===== config.mk =====
export PLATFORM = sky130hd
export DESIGN_NAME = delta_coded_address_map_flat
export DESIGN_NICKNAME = d
export VERILOG_FILES = /design/src/sv/dcam_pkg.sv /design/src/sv/dcam_req_if.sv /design/src/sv/dcam_rsp_if.sv /design/src/sv/dcam_cfg_if.sv /design/src/sv/delta_coded_address_map.sv /design/src/sv/dcam_ram.sv /design/src/sv/dcam_walk.sv /design/src/flat_wrapper.sv
export SDC_FILE = /design/constraint.sdc
export NUM_CORES = 2
export LEC_CHECK = 0
export CORE_UTILIZATION = 70
export CTS_BUF_LIST = sky130_fd_sc_hd__clkbuf_8
export CTS_CLUSTER_DIAMETER = 50
export DETAILED_ROUTE_END_ITERATION = 6
export DONT_BUFFER_PORTS = 1
export PLACE_DENSITY = 0.83
export SETUP_SLACK_MARGIN = 0.15
export SLEW_MARGIN = 20
export SYNTH_ARGS = -nofsm -noshare
export SYNTH_HDL_FRONTEND = slang
export SYNTH_HIERARCHICAL = 1
export SYNTH_SLANG_ARGS = --single-unit

===== constraint.sdc =====
create_clock -name clk -period 8.5 [get_ports clk]
set_input_delay 0 -clock clk [delete_from_list [all_inputs] [get_ports clk]]
set_output_delay 0 -clock clk [all_outputs]
set_load 0.05 [all_outputs]

===== src/sv/dcam_pkg.sv =====
package dcam_pkg;

  localparam int MAP_DEPTH_DEF = 64;
  localparam int ADDR_BITS     = 32;
  localparam int DELTA_BITS    = 8;

  typedef enum logic [2:0] {
    ST_OK        = 3'd0,
    ST_NOT_FOUND = 3'd1,
    ST_BACKWARDS = 3'd2,
    ST_DELTA     = 3'd3,
    ST_FULL      = 3'd4
  } status_t;

  typedef enum logic {
    REQ_APPEND = 1'b0,
    REQ_FIND   = 1'b1
  } req_type_t;

  typedef enum logic [1:0] {
    S_IDLE,
    S_EXEC,
    S_WALK,
    S_RESULT
  } state_t;

  typedef struct packed {
    logic init;
    logic step;
  } walk_ctl_t;

  typedef struct packed {
    logic                  hit;
    logic                  over;
    logic [ADDR_BITS-1:0]  offset;
  } walk_res_t;

endpackage


===== src/sv/dcam_req_if.sv =====
interface dcam_req_if;
  logic                           valid;
  logic                           ready;
  logic                           req_type;
  logic [dcam_pkg::ADDR_BITS-1:0] guest_address;
  logic [dcam_pkg::ADDR_BITS-1:0] native_offset;

  modport source (output valid, output req_type, output guest_address,
                  output native_offset, input ready);
  modport sink (input valid, input req_type, input guest_address,
                input native_offset, output ready);
endinterface


===== src/sv/dcam_rsp_if.sv =====
interface dcam_rsp_if;
  logic                           valid;
  logic                           ready;
  dcam_pkg::status_t              status;
  logic [dcam_pkg::ADDR_BITS-1:0] found_offset;

  modport source (output valid, output status, output found_offset, input ready);
  modport sink (input valid, input status, input found_offset, output ready);
endinterface


===== src/sv/dcam_cfg_if.sv =====
interface dcam_cfg_if;
  logic                           valid;
  logic                           ready;
  logic [dcam_pkg::ADDR_BITS-1:0] start_address;

  modport source (output valid, output start_address, input ready);
  modport sink (input valid, input start_address, output ready);
endinterface


===== src/sv/delta_coded_address_map.sv =====
// Channel  Dir  Payload                                      Transfer
// cfg      in   start_address[31:0]                          valid & ready
// req      in   req_type, guest_address[31:0], native_offset valid & ready
// rsp      out  status[2:0], found_offset[31:0]              valid & ready
//
// Append: checked in S_EXEC, result registered and passed to rsp from S_RESULT.
// Find: S_EXEC, then S_WALK reads the entry memory one word per cycle and sums
//   the deltas in dcam_walk until a hit, an overshoot or the last stored entry.
// One request at a time; req.ready is high only between requests.
// A stalled result holds in rsp; the next request is taken meanwhile.
// Synchronous reset empties the map and sets start address to zero.
module delta_coded_address_map #(
  parameter int MAP_DEPTH = dcam_pkg::MAP_DEPTH_DEF
) (
  input  logic             clk,
  input  logic             rst,
  dcam_cfg_if.sink         cfg,
  dcam_req_if.sink         req,
  dcam_rsp_if.source       rsp
);

  localparam int AW     = dcam_pkg::ADDR_BITS;
  localparam int DW     = dcam_pkg::DELTA_BITS;
  localparam int ADDR_W = (MAP_DEPTH > 1) ? $clog2(MAP_DEPTH) : 1;
  localparam int CNT_W  = $clog2(MAP_DEPTH + 1);

  dcam_pkg::state_t state, state_next;

  logic [AW-1:0]    start_address;
  logic [AW-1:0]    last_address;
  logic [AW-1:0]    last_offset;
  logic [CNT_W-1:0] entry_count;
  logic [CNT_W-1:0] idx;

  dcam_pkg::req_type_t req_kind;
  logic [AW-1:0]       req_addr;
  logic [AW-1:0]       req_ofs;

  dcam_pkg::status_t res_status;
  logic [AW-1:0]     res_offset;

  logic              done;
  dcam_pkg::status_t done_status;
  logic [AW-1:0]     done_offset;
  logic              advance;
  logic              mem_we;
  logic              req_xfer;
  logic              out_free;

  logic [AW-1:0]     delta_addr;
  logic [AW-1:0]     delta_ofs;
  logic              backwards;
  logic              delta_big;
  logic              full;
  logic              out_range;
  logic [2*DW-1:0]   entry;

  dcam_pkg::walk_ctl_t wctl;
  dcam_pkg::walk_res_t wres;

  assign req_xfer  = req.valid && req.ready;
  assign out_free  = !rsp.valid || rsp.ready;
  assign cfg.ready = (state == dcam_pkg::S_IDLE);

  assign backwards  = (req_addr < last_address) || (req_ofs < last_offset);
  assign delta_addr = req_addr - last_address;
  assign delta_ofs  = req_ofs - last_offset;
  assign delta_big  = (|delta_addr[AW-1:DW]) || (|delta_ofs[AW-1:DW]);
  assign full       = (entry_count == CNT_W'(MAP_DEPTH));
  assign out_range  = (req_addr < start_address) || (req_addr > last_address);

  dcam_ram #(
    .DEPTH  (MAP_DEPTH),
    .ADDR_W (ADDR_W)
  ) u_ram (
    .clk   (clk),
    .we    (mem_we),
    .waddr (entry_count[ADDR_W-1:0]),
    .wdata ({delta_ofs[DW-1:0], delta_addr[DW-1:0]}),
    .raddr (idx[ADDR_W-1:0]),
    .rdata (entry)
  );

  dcam_walk u_walk (
    .clk           (clk),
    .ctl           (wctl),
    .start_address (start_address),
    .target        (req_addr),
    .entry         (entry),
    .res           (wres)
  );

  always_comb begin
    state_next = state;
    unique case (state)
      dcam_pkg::S_IDLE:   if (req_xfer) state_next = dcam_pkg::S_EXEC;
      dcam_pkg::S_EXEC:   state_next = done ? dcam_pkg::S_RESULT : dcam_pkg::S_WALK;
      dcam_pkg::S_WALK:   if (done) state_next = dcam_pkg::S_RESULT;
      dcam_pkg::S_RESULT: if (out_free) state_next = dcam_pkg::S_IDLE;
      default:            state_next = dcam_pkg::S_IDLE;
    endcase
  end

  always_comb begin
    req.ready   = 1'b0;
    mem_we      = 1'b0;
    wctl        = '0;
    done        = 1'b0;
    done_status = dcam_pkg::ST_OK;
    done_offset = '0;
    advance     = 1'b0;
    unique case (state)
      dcam_pkg::S_IDLE: begin
        req.ready = 1'b1;
      end
      dcam_pkg::S_EXEC: begin
        if (req_kind == dcam_pkg::REQ_APPEND) begin
          done = 1'b1;
          priority if (backwards) begin
            done_status = dcam_pkg::ST_BACKWARDS;
          end else if (delta_big) begin
            done_status = dcam_pkg::ST_DELTA;
          end else if (full) begin
            done_status = dcam_pkg::ST_FULL;
          end else begin
            done_status = dcam_pkg::ST_OK;
            mem_we      = 1'b1;
          end
        end else if (out_range || (entry_count == '0)) begin
          done        = 1'b1;
          done_status = dcam_pkg::ST_NOT_FOUND;
        end else begin
          wctl.init = 1'b1;
          advance   = 1'b1;
        end
      end
      dcam_pkg::S_WALK: begin
        wctl.step = 1'b1;
        priority if (wres.hit) begin
          done        = 1'b1;
          done_status = dcam_pkg::ST_OK;
          done_offset = wres.offset;
        end else if (wres.over || (idx == entry_count)) begin
          done        = 1'b1;
          done_status = dcam_pkg::ST_NOT_FOUND;
        end else begin
          advance = 1'b1;
        end
      end
      dcam_pkg::S_RESULT: begin
      end
      default: begin
      end
    endcase
  end

  always_ff @(posedge clk) begin
    if (rst) begin
      state         <= dcam_pkg::S_IDLE;
      start_address <= '0;
      last_address  <= '0;
      last_offset   <= '0;
      entry_count   <= '0;
      rsp.valid     <= 1'b0;
    end else begin
      state <= state_next;
      if (cfg.valid && cfg.ready) begin
        start_address <= cfg.start_address;
        last_address  <= cfg.start_address;
        last_offset   <= '0;
        entry_count   <= '0;
      end else if (mem_we) begin
        last_address <= req_addr;
        last_offset  <= req_ofs;
        entry_count  <= entry_count + CNT_W'(1);
      end
      if (state == dcam_pkg::S_RESULT && out_free) begin
        rsp.valid <= 1'b1;
      end else if (rsp.ready) begin
        rsp.valid <= 1'b0;
      end
    end
  end

  always_ff @(posedge clk) begin
    if (req_xfer) begin
      req_kind <= dcam_pkg::req_type_t'(req.req_type);
      req_addr <= req.guest_address;
      req_ofs  <= req.native_offset;
      idx      <= '0;
    end else if (advance) begin
      idx <= idx + CNT_W'(1);
    end
    if (done) begin
      res_status <= done_status;
      res_offset <= done_offset;
    end
    if (state == dcam_pkg::S_RESULT && out_free) begin
      rsp.status       <= res_status;
      rsp.found_offset <= res_offset;
    end
  end

endmodule


===== src/sv/dcam_ram.sv =====
module dcam_ram #(
  parameter int DEPTH  = dcam_pkg::MAP_DEPTH_DEF,
  parameter int ADDR_W = 6
) (
  input  logic                            clk,
  input  logic                            we,
  input  logic [ADDR_W-1:0]               waddr,
  input  logic [2*dcam_pkg::DELTA_BITS-1:0] wdata,
  input  logic [ADDR_W-1:0]               raddr,
  output logic [2*dcam_pkg::DELTA_BITS-1:0] rdata
);

  logic [2*dcam_pkg::DELTA_BITS-1:0] mem [DEPTH];

  always_ff @(posedge clk) begin
    if (we) begin
      mem[waddr] <= wdata;
    end
  end

  always_ff @(posedge clk) begin
    rdata <= mem[raddr];
  end

endmodule


===== src/sv/dcam_walk.sv =====
module dcam_walk (
  input  logic                                clk,
  input  dcam_pkg::walk_ctl_t                 ctl,
  input  logic [dcam_pkg::ADDR_BITS-1:0]      start_address,
  input  logic [dcam_pkg::ADDR_BITS-1:0]      target,
  input  logic [2*dcam_pkg::DELTA_BITS-1:0]   entry,
  output dcam_pkg::walk_res_t                 res
);

  localparam int AW = dcam_pkg::ADDR_BITS;
  localparam int DW = dcam_pkg::DELTA_BITS;

  logic [AW-1:0] acc_addr;
  logic [AW-1:0] acc_ofs;
  logic [AW-1:0] sum_addr;
  logic [AW-1:0] sum_ofs;

  assign sum_addr = acc_addr + {{(AW-DW){1'b0}}, entry[DW-1:0]};
  assign sum_ofs  = acc_ofs + {{(AW-DW){1'b0}}, entry[2*DW-1:DW]};

  assign res.hit    = (sum_addr == target);
  assign res.over   = (sum_addr > target);
  assign res.offset = sum_ofs;

  always_ff @(posedge clk) begin
    if (ctl.init) begin
      acc_addr <= start_address;
      acc_ofs  <= '0;
    end else if (ctl.step) begin
      acc_addr <= sum_addr;
      acc_ofs  <= sum_ofs;
    end
  end

endmodule


===== src/flat_wrapper.sv =====
// flat-port wrapper written by rule: the top's interface ports become plain ports
module delta_coded_address_map_flat 
#(
  parameter int MAP_DEPTH = dcam_pkg::MAP_DEPTH_DEF
)
  (clk, rst, cfg_valid, cfg_start_address, cfg_ready, req_valid, req_req_type, req_guest_address, req_native_offset, req_ready, rsp_valid, rsp_status, rsp_found_offset, rsp_ready);
  dcam_cfg_if cfg_i ();
  dcam_req_if req_i ();
  dcam_rsp_if rsp_i ();
  input  logic clk;
  input  logic rst;
  input wire logic [$bits(cfg_i.valid)-1:0] cfg_valid;
  input wire logic [$bits(cfg_i.start_address)-1:0] cfg_start_address;
  output wire logic [$bits(cfg_i.ready)-1:0] cfg_ready;
  input wire logic [$bits(req_i.valid)-1:0] req_valid;
  input wire logic [$bits(req_i.req_type)-1:0] req_req_type;
  input wire logic [$bits(req_i.guest_address)-1:0] req_guest_address;
  input wire logic [$bits(req_i.native_offset)-1:0] req_native_offset;
  output wire logic [$bits(req_i.ready)-1:0] req_ready;
  output wire logic [$bits(rsp_i.valid)-1:0] rsp_valid;
  output wire logic [$bits(rsp_i.status)-1:0] rsp_status;
  output wire logic [$bits(rsp_i.found_offset)-1:0] rsp_found_offset;
  input wire logic [$bits(rsp_i.ready)-1:0] rsp_ready;
  assign cfg_i.valid = cfg_valid;
  assign cfg_i.start_address = cfg_start_address;
  assign cfg_ready = cfg_i.ready;
  assign req_i.valid = req_valid;
  assign req_i.req_type = req_req_type;
  assign req_i.guest_address = req_guest_address;
  assign req_i.native_offset = req_native_offset;
  assign req_ready = req_i.ready;
  assign rsp_valid = rsp_i.valid;
  assign rsp_status = rsp_i.status;
  assign rsp_found_offset = rsp_i.found_offset;
  assign rsp_i.ready = rsp_ready;
  delta_coded_address_map #(.MAP_DEPTH(MAP_DEPTH)) u_core (.clk(clk), .rst(rst), .cfg(cfg_i), .req(req_i), .rsp(rsp_i));
endmodule

# Word level (Yosys, flattened, before mapping)
# Memories as Yosys holds them, arrays and structs flattened. A register that Yosys moved wholly into a read port is not among the register bits.
# Cells that the tools add are included.
[classes]
n_addsub = 6
order_cmp = 5
eq_ne = 9
mux = 39
n_reduce_logical = 20
[ops]
columns = ["operator", "n"]
rows = [
  ["2-to-1 mux 32 bit", 4],
  ["less-than comparator 32 bit", 3],
  ["adder 32 x 8 -> 32 bit", 2],
  ["> comparator 32 bit", 2],
  ["subtractor 32 bit", 2],
  ["OR reduction 24 bit", 2],
  ["== test 32 bit", 1],
  ["2-to-1 mux 1 bit", 23],
  ["2-to-1 mux 3 bit", 5],
  ["adder 7 x 1 -> 7 bit, second input constant", 2],
  ["one-hot mux 2 bit (4 select lines)", 1],
  ["== test 7 bit", 1],
  ["== test 7 bit, second input constant", 1],
  ["logical NOT 7 bit", 1],
  ["logical OR 1 bit", 6],
  ["2-to-1 mux 2 bit", 3],
  ["one-hot mux 3 bit (2 select lines)", 1],
  ["nonzero test 2 bit", 3],
  ["== test 2 bit, second input constant", 2],
  ["!= test 2 x 1 -> 1 bit, second input constant", 2],
  ["one-hot mux 1 bit (2 select lines)", 2],
  ["logical AND 1 bit", 3],
  ["AND reduction 3 bit", 1],
  ["== test 2 x 1 -> 1 bit, second input constant", 1],
  ["other kinds (5)", 5],
]
[word_totals]
regBits = 312
mem_bits_rw = 1024
inputBits = 102
output_inout_bits = 38
word_cells = 96
memories = 1
[memory_table]
columns = ["memory", "depth", "word_bits", "read_ports", "rd_ports_with_merged_regs", "write_ports", "line", "rtl"]
rows = [
  ["u_core.u_ram.mem", 64, 16, 1, 1, 1, "dcam_ram.sv:13", "logic [2*dcam_pkg::DELTA_BITS-1:0] mem [DEPTH];"],
]

# Logic depth before layout (Yosys ltp)
[depth]
ltp_word = 9
mapped_depth = 20
ltp_nobuf = 19

# By module
# The synthesis kept the hierarchy.
[modules_own_cells]
columns = ["module", "n_inst", "cells_each", "area_each_um2"]
rows = [
  ["dcam_ram", 1, 1829, 40042.2],
  ["delta_coded_address_map", 1, 1533, 14290.0],
  ["dcam_walk", 1, 604, 5325.1],
]

# Least setup slack after synthesis
# Ideal clock, no wire load.
[synth_timing]
path_type = "register to register"
from = "register u_core.req_addr[0]"
to = "memory u_core/u_ram/mem[49][0] (netlist bit) (enable)"
setup_time_ps = 409
arrival_time_ps = 5079
required_ps = 8091
slack_ps = 3012
stages_incl_launch_ff = 17
synth_period_minus_slack_ps = 5488
path_cell_list = "edfxtp_1 -> inv_1 -> ha_1 -> fa_1 -> and2b_1 -> o2111ai_1 -> a21oi_1 -> or3_1 -> a2111oi_0 -> nand4_1 -> nor4bb_1 -> nand4_1 -> or2_2 -> nor4_1 -> nor2b_1 -> nand4_1 -> nor3_1"
[synth_between]
elab_chain_len = 9
[synth_rtl]
columns = ["item", "line", "rtl"]
rows = [
  ["from (decl)", "delta_coded_address_map.sv:36", "logic [AW-1:0] req_addr;"],
  ["from (signal assigned)", "delta_coded_address_map.sv:188", "req_addr <= req.guest_address;"],
  ["subtractor 32 bit", "delta_coded_address_map.sv:66", "assign delta_addr = req_addr - last_address;"],
  ["OR reduction 24 bit", "delta_coded_address_map.sv:68", "assign delta_big = (|delta_addr[AW-1:DW]) || (|delta_ofs[AW-1:DW]);"],
  ["logical OR 1 bit", "delta_coded_address_map.sv:68", ""],
  ["2-to-1 mux 1 bit", "delta_coded_address_map.sv:121", "end else if (delta_big) begin"],
  ["2-to-1 mux 1 bit *", "delta_coded_address_map.sv:119", "priority if (backwards) begin"],
  ["2-to-1 mux 1 bit *", "delta_coded_address_map.sv:117", "if (req_kind == dcam_pkg::REQ_APPEND) begin"],
  ["2-to-1 mux 1 bit *", "delta_coded_address_map.sv:112", "unique case (state)"],
  ["named net u_core.mem_we", "delta_coded_address_map.sv:46", "logic mem_we;"],
  ["2-to-1 mux 1 bit *", "dcam_ram.sv:16", "if (we) begin"],
  ["2-to-1 mux 1 bit (implied by the code) *", "dcam_ram.sv:17", "mem[waddr] <= wdata;"],
  ["to (decl)", "dcam_ram.sv:13", ""],
]
# Mark *: on every way through the listed nets, which the timed path passes. The rest lies on a longest branch.

==> impl_metrics.json <==
{
  "status": "finished, final reports clean",
  "crit_arrival_ns": 7.12,
  "yosys.area.top_type_share": 0.5995,
  "drive_above_1_share": 0.1624,
  "drt_first_pass_iters": 6,
  "tns_ns": 0,
  "rrSetupSlack_ns": 2.09,
  "gp_congestion": 0.9623,
  "die_x_um": 293.9,
  "fin_ws_ns": 2.088,
  "yosysMostFrequentCell": "edfxtp_1",
  "post-cts-setup-buffer-count": 0,
  "via_per_inst": 6.808,
  "synth-async-reset-ratio": 0,
  "num-nets-final": 4561,
  "stdcell_count": 5615,
  "synth_top_cell_by_area": "edfxtp_1",
  "hpwl_um": 92490,
  "clock_skew_ns": 0.04862,
  "ys_top_cells_by_count": "1191 x edfxtp_1, 246 x nand2_1, 228 x nor2_1, 220 x mux4_2, 176 x a21oi_1",
  "worst_ep_required_time_ns": 9.21,
  "crit_fanout": 13,
  "fmax_ghz": 0.1560,
  "endpoint_kind": "flip-flop",
  "clock-sinks": 1352,
  "tightest_slew_ns": 1.138,
  "ant_nets": 0,
  "drcViolationCount": 0,
  "synth.avg_cell_area_sq_um": 15.04,
  "ios": 140,
  "vias": 38228,
  "start_util": 0.7106,
  "netlist_area_sq_um": 59660,
  "hold_violations": 0,
  "antenna_found_initial": 9,
  "gr-total-overflow": 0,
  "yosysSeqAreaShare": 0.6535,
  "dieArea_sq_um": 86390,
  "yosysWarnings": 6,
  "port_buffers": 0,
  "holdBufCountCts": 242,
  "hold_path.class": "in2reg",
  "core_sq_um": 83950,
  "cap_violations": 0,
  "first_iter_violations": 4733,
  "setup_viol": 0,
  "cts.clk_slew.worst_paths_ns": 0.07,
  "htreeDepth": 4,
  "powerDensity_nw_per_um2": 251.9,
  "drv_slew": 0,
  "syn_to_final_growth_pct": 12.80,
  "wire_per_inst_um": 27.87,
  "fillerInstances": 4276,
  "ys.flop_type": "edfxtp_1",
  "dpl_worst_slack_ns": 2.470,
  "cts-buffers-inserted": 204,
  "drt-total-wl_um": 156500,
  "grt_start_max_net_pins": 107,
  "critPathLaunchType": "flip-flop",
  "p_leak_uw": 0.02255,
  "peakVddDrop_v": 0.0002804,
  "synth_edf_count": 1191,
  "min_period_over_period": 0.7544,
  "placed_cells": 4990,
  "fin_crit_ns": 6.412,
  "clock_path_buffers": 3,
  "synth_cells": 3966,
  "syn_nets": 4222,
  "netlist-cell-type-count": 98,
  "cts_tree": "done",
  "post-route-cell-area_sq_um": 67290,
  "cts_root_buf": "clkbuf_8",
  "synth_area_leaders": "edfxtp_1 60%, mux4_2 8.3%, dfxtp_1 5.4%, ha_1 3.1%, mux2i_1 2.2%",
  "clock_latency_ns": 0.89,
  "place_area_sq_um": 60890,
  "grt_pass1_vias": 37529,
  "cts_resized": 0,
  "synth_seq_cells": 1352,
  "grt_pass1_wl_um": 231300,
  "critPathKind": "reg2reg",
  "dieHeight_um": 293.9,
  "power_uw": 16950,
  "rsz0062_at_grt": "no",
  "max_slew_margin": 0.2410,
  "grt_usage": 0.3658,
  "num_rows": 106
}
layout make-up:
type                       count  area [sq um]  area share
tap                         1134          1419     0.02108
multi-input combinational   2224         18970      0.2819
inverter                     171         644.4    0.009576
clock buffer                 217          2987     0.04438
antenna                        5         12.51   0.0001859
timing repair buffer         352          3323     0.04938
sequential                  1352         39000      0.5796
clock inverter               160         934.6     0.01389
final timing paths:
| kind | from | endpoint | cells past startpoint |
|---|---|---|---|
| max | u_core/u_walk/acc_addr[7]$_DFFE_PP_ | u_core/state[0]$_SDFFE_PP0P_ | 18 |
| min | req_valid | u_core/req_addr[16]$_DFFE_PP_ | 2 |
| max reg2reg | u_core/u_walk/acc_addr[7]$_DFFE_PP_ | u_core/state[0]$_SDFFE_PP0P_ | 18 |
| min reg2reg | u_core/res_offset[4]$_SDFFCE_PN0P_ | u_core/rsp.found_offset[4]$_DFFE_PP_ | 0 |
state kept, by name (all words and copies together), names as in the netlist:
name,flops
u_core/state,2
u_core/start_address,32
u_core/res_offset,32
u_core/idx,7
u_core/rsp.status,3
u_core/entry_count,7
u_core/u_ram/mem,1024
u_core/res_status,3
u_core/u_walk/acc_addr,32
u_core/last_address,32
u_core/rsp.valid,1
u_core/req_ofs,32
u_core/u_walk/acc_ofs,32
u_core/rsp.found_offset,32
u_core/last_offset,32
u_core/u_ram/rdata,16
u_core/req_kind,1
u_core/req_addr,32
cells by family (layout without fill, tap and decap cells):
group,after synthesis,in the layout,synth area share
buffers and inverters,390,900,0.03131
flip-flops,1352,1352,0.6535
other,0,5,0
AO/OA/AOI/OAI,597,597,0.06873
XOR/XNOR,106,106,0.01556
AND/OR/NAND/NOR,957,957,0.08087
adder cells (fa/ha/maj),154,154,0.03280
multiplexers,410,410,0.1172
per-layer routing:
layer | routed length [um] | GRT usage | part of all wire
met2 | 73650 | 0.5691 | 0.47
met5 | 62 | 0 | 0.00040
met3 | 18020 | 0.08414 | 0.12
met1 | 56430 | 0.4897 | 0.36
met4 | 8316 | 0.1865 | 0.053
power breakdown:
group,internal (uW),switching (uW),total [uW]
clock network,2570,2560,5130
logic,951,2390,3340
registers,8260,221,8480
per-stage QoR:
| stage | hold WS [ns] | utilization |
|---|---|---|
| 3_3_place_gp | 0.09892 | 0.7253 |
| 2_1_floorplan | 0.09887 | - |
| 3_5_place_dp | 0.09891 | 0.7253 |
| 4_1_cts | 0.002737 | 0.8011 |
| 6_report | 0.1151 | 0.8016 |
| 5_1_grt | 0.08965 | 0.8015 |
worst max-delay path, stage by stage, from the launching register on:
cell       delay, ns
edfxtp_1        0.37
ha_1            0.36
a21oi_1         0.92
o211a_1         0.59
a21oi_1         0.16
xor2_1          0.21
ha_1            0.26
and3_1          0.19
a221o_1         0.34
a221o_1         0.36
a2111oi_0       0.72
a21oi_1         0.18
a41o_1          0.29
or2_2           0.30
nand3b_1        0.09
nand2_1         0.05
o2111ai_1       0.13
o31ai_1         0.10
a2111oi_0       0.61
cell usage in the layout (no fill, tap or decap), drive strengths merged, types with 36 or more instances in the layout:
cell            n
nand4          70
xor2           60
o21ai          78
dfxtp         161
a21o           36
a21oi         179
nand2         248
mux4          224
ha            150
nor2          230
nor3b          38
dlygate4sd3   241
clkbuf        217
nand3          65
a22oi          41
edfxtp       1191
nor3           58
mux2           56
xnor2          46
mux2i         130
inv           243
and3           54
nor4           50
clkinv         80
nor2b          51
buf           111
No activity file was read; power rests on OpenSTA's default activity.
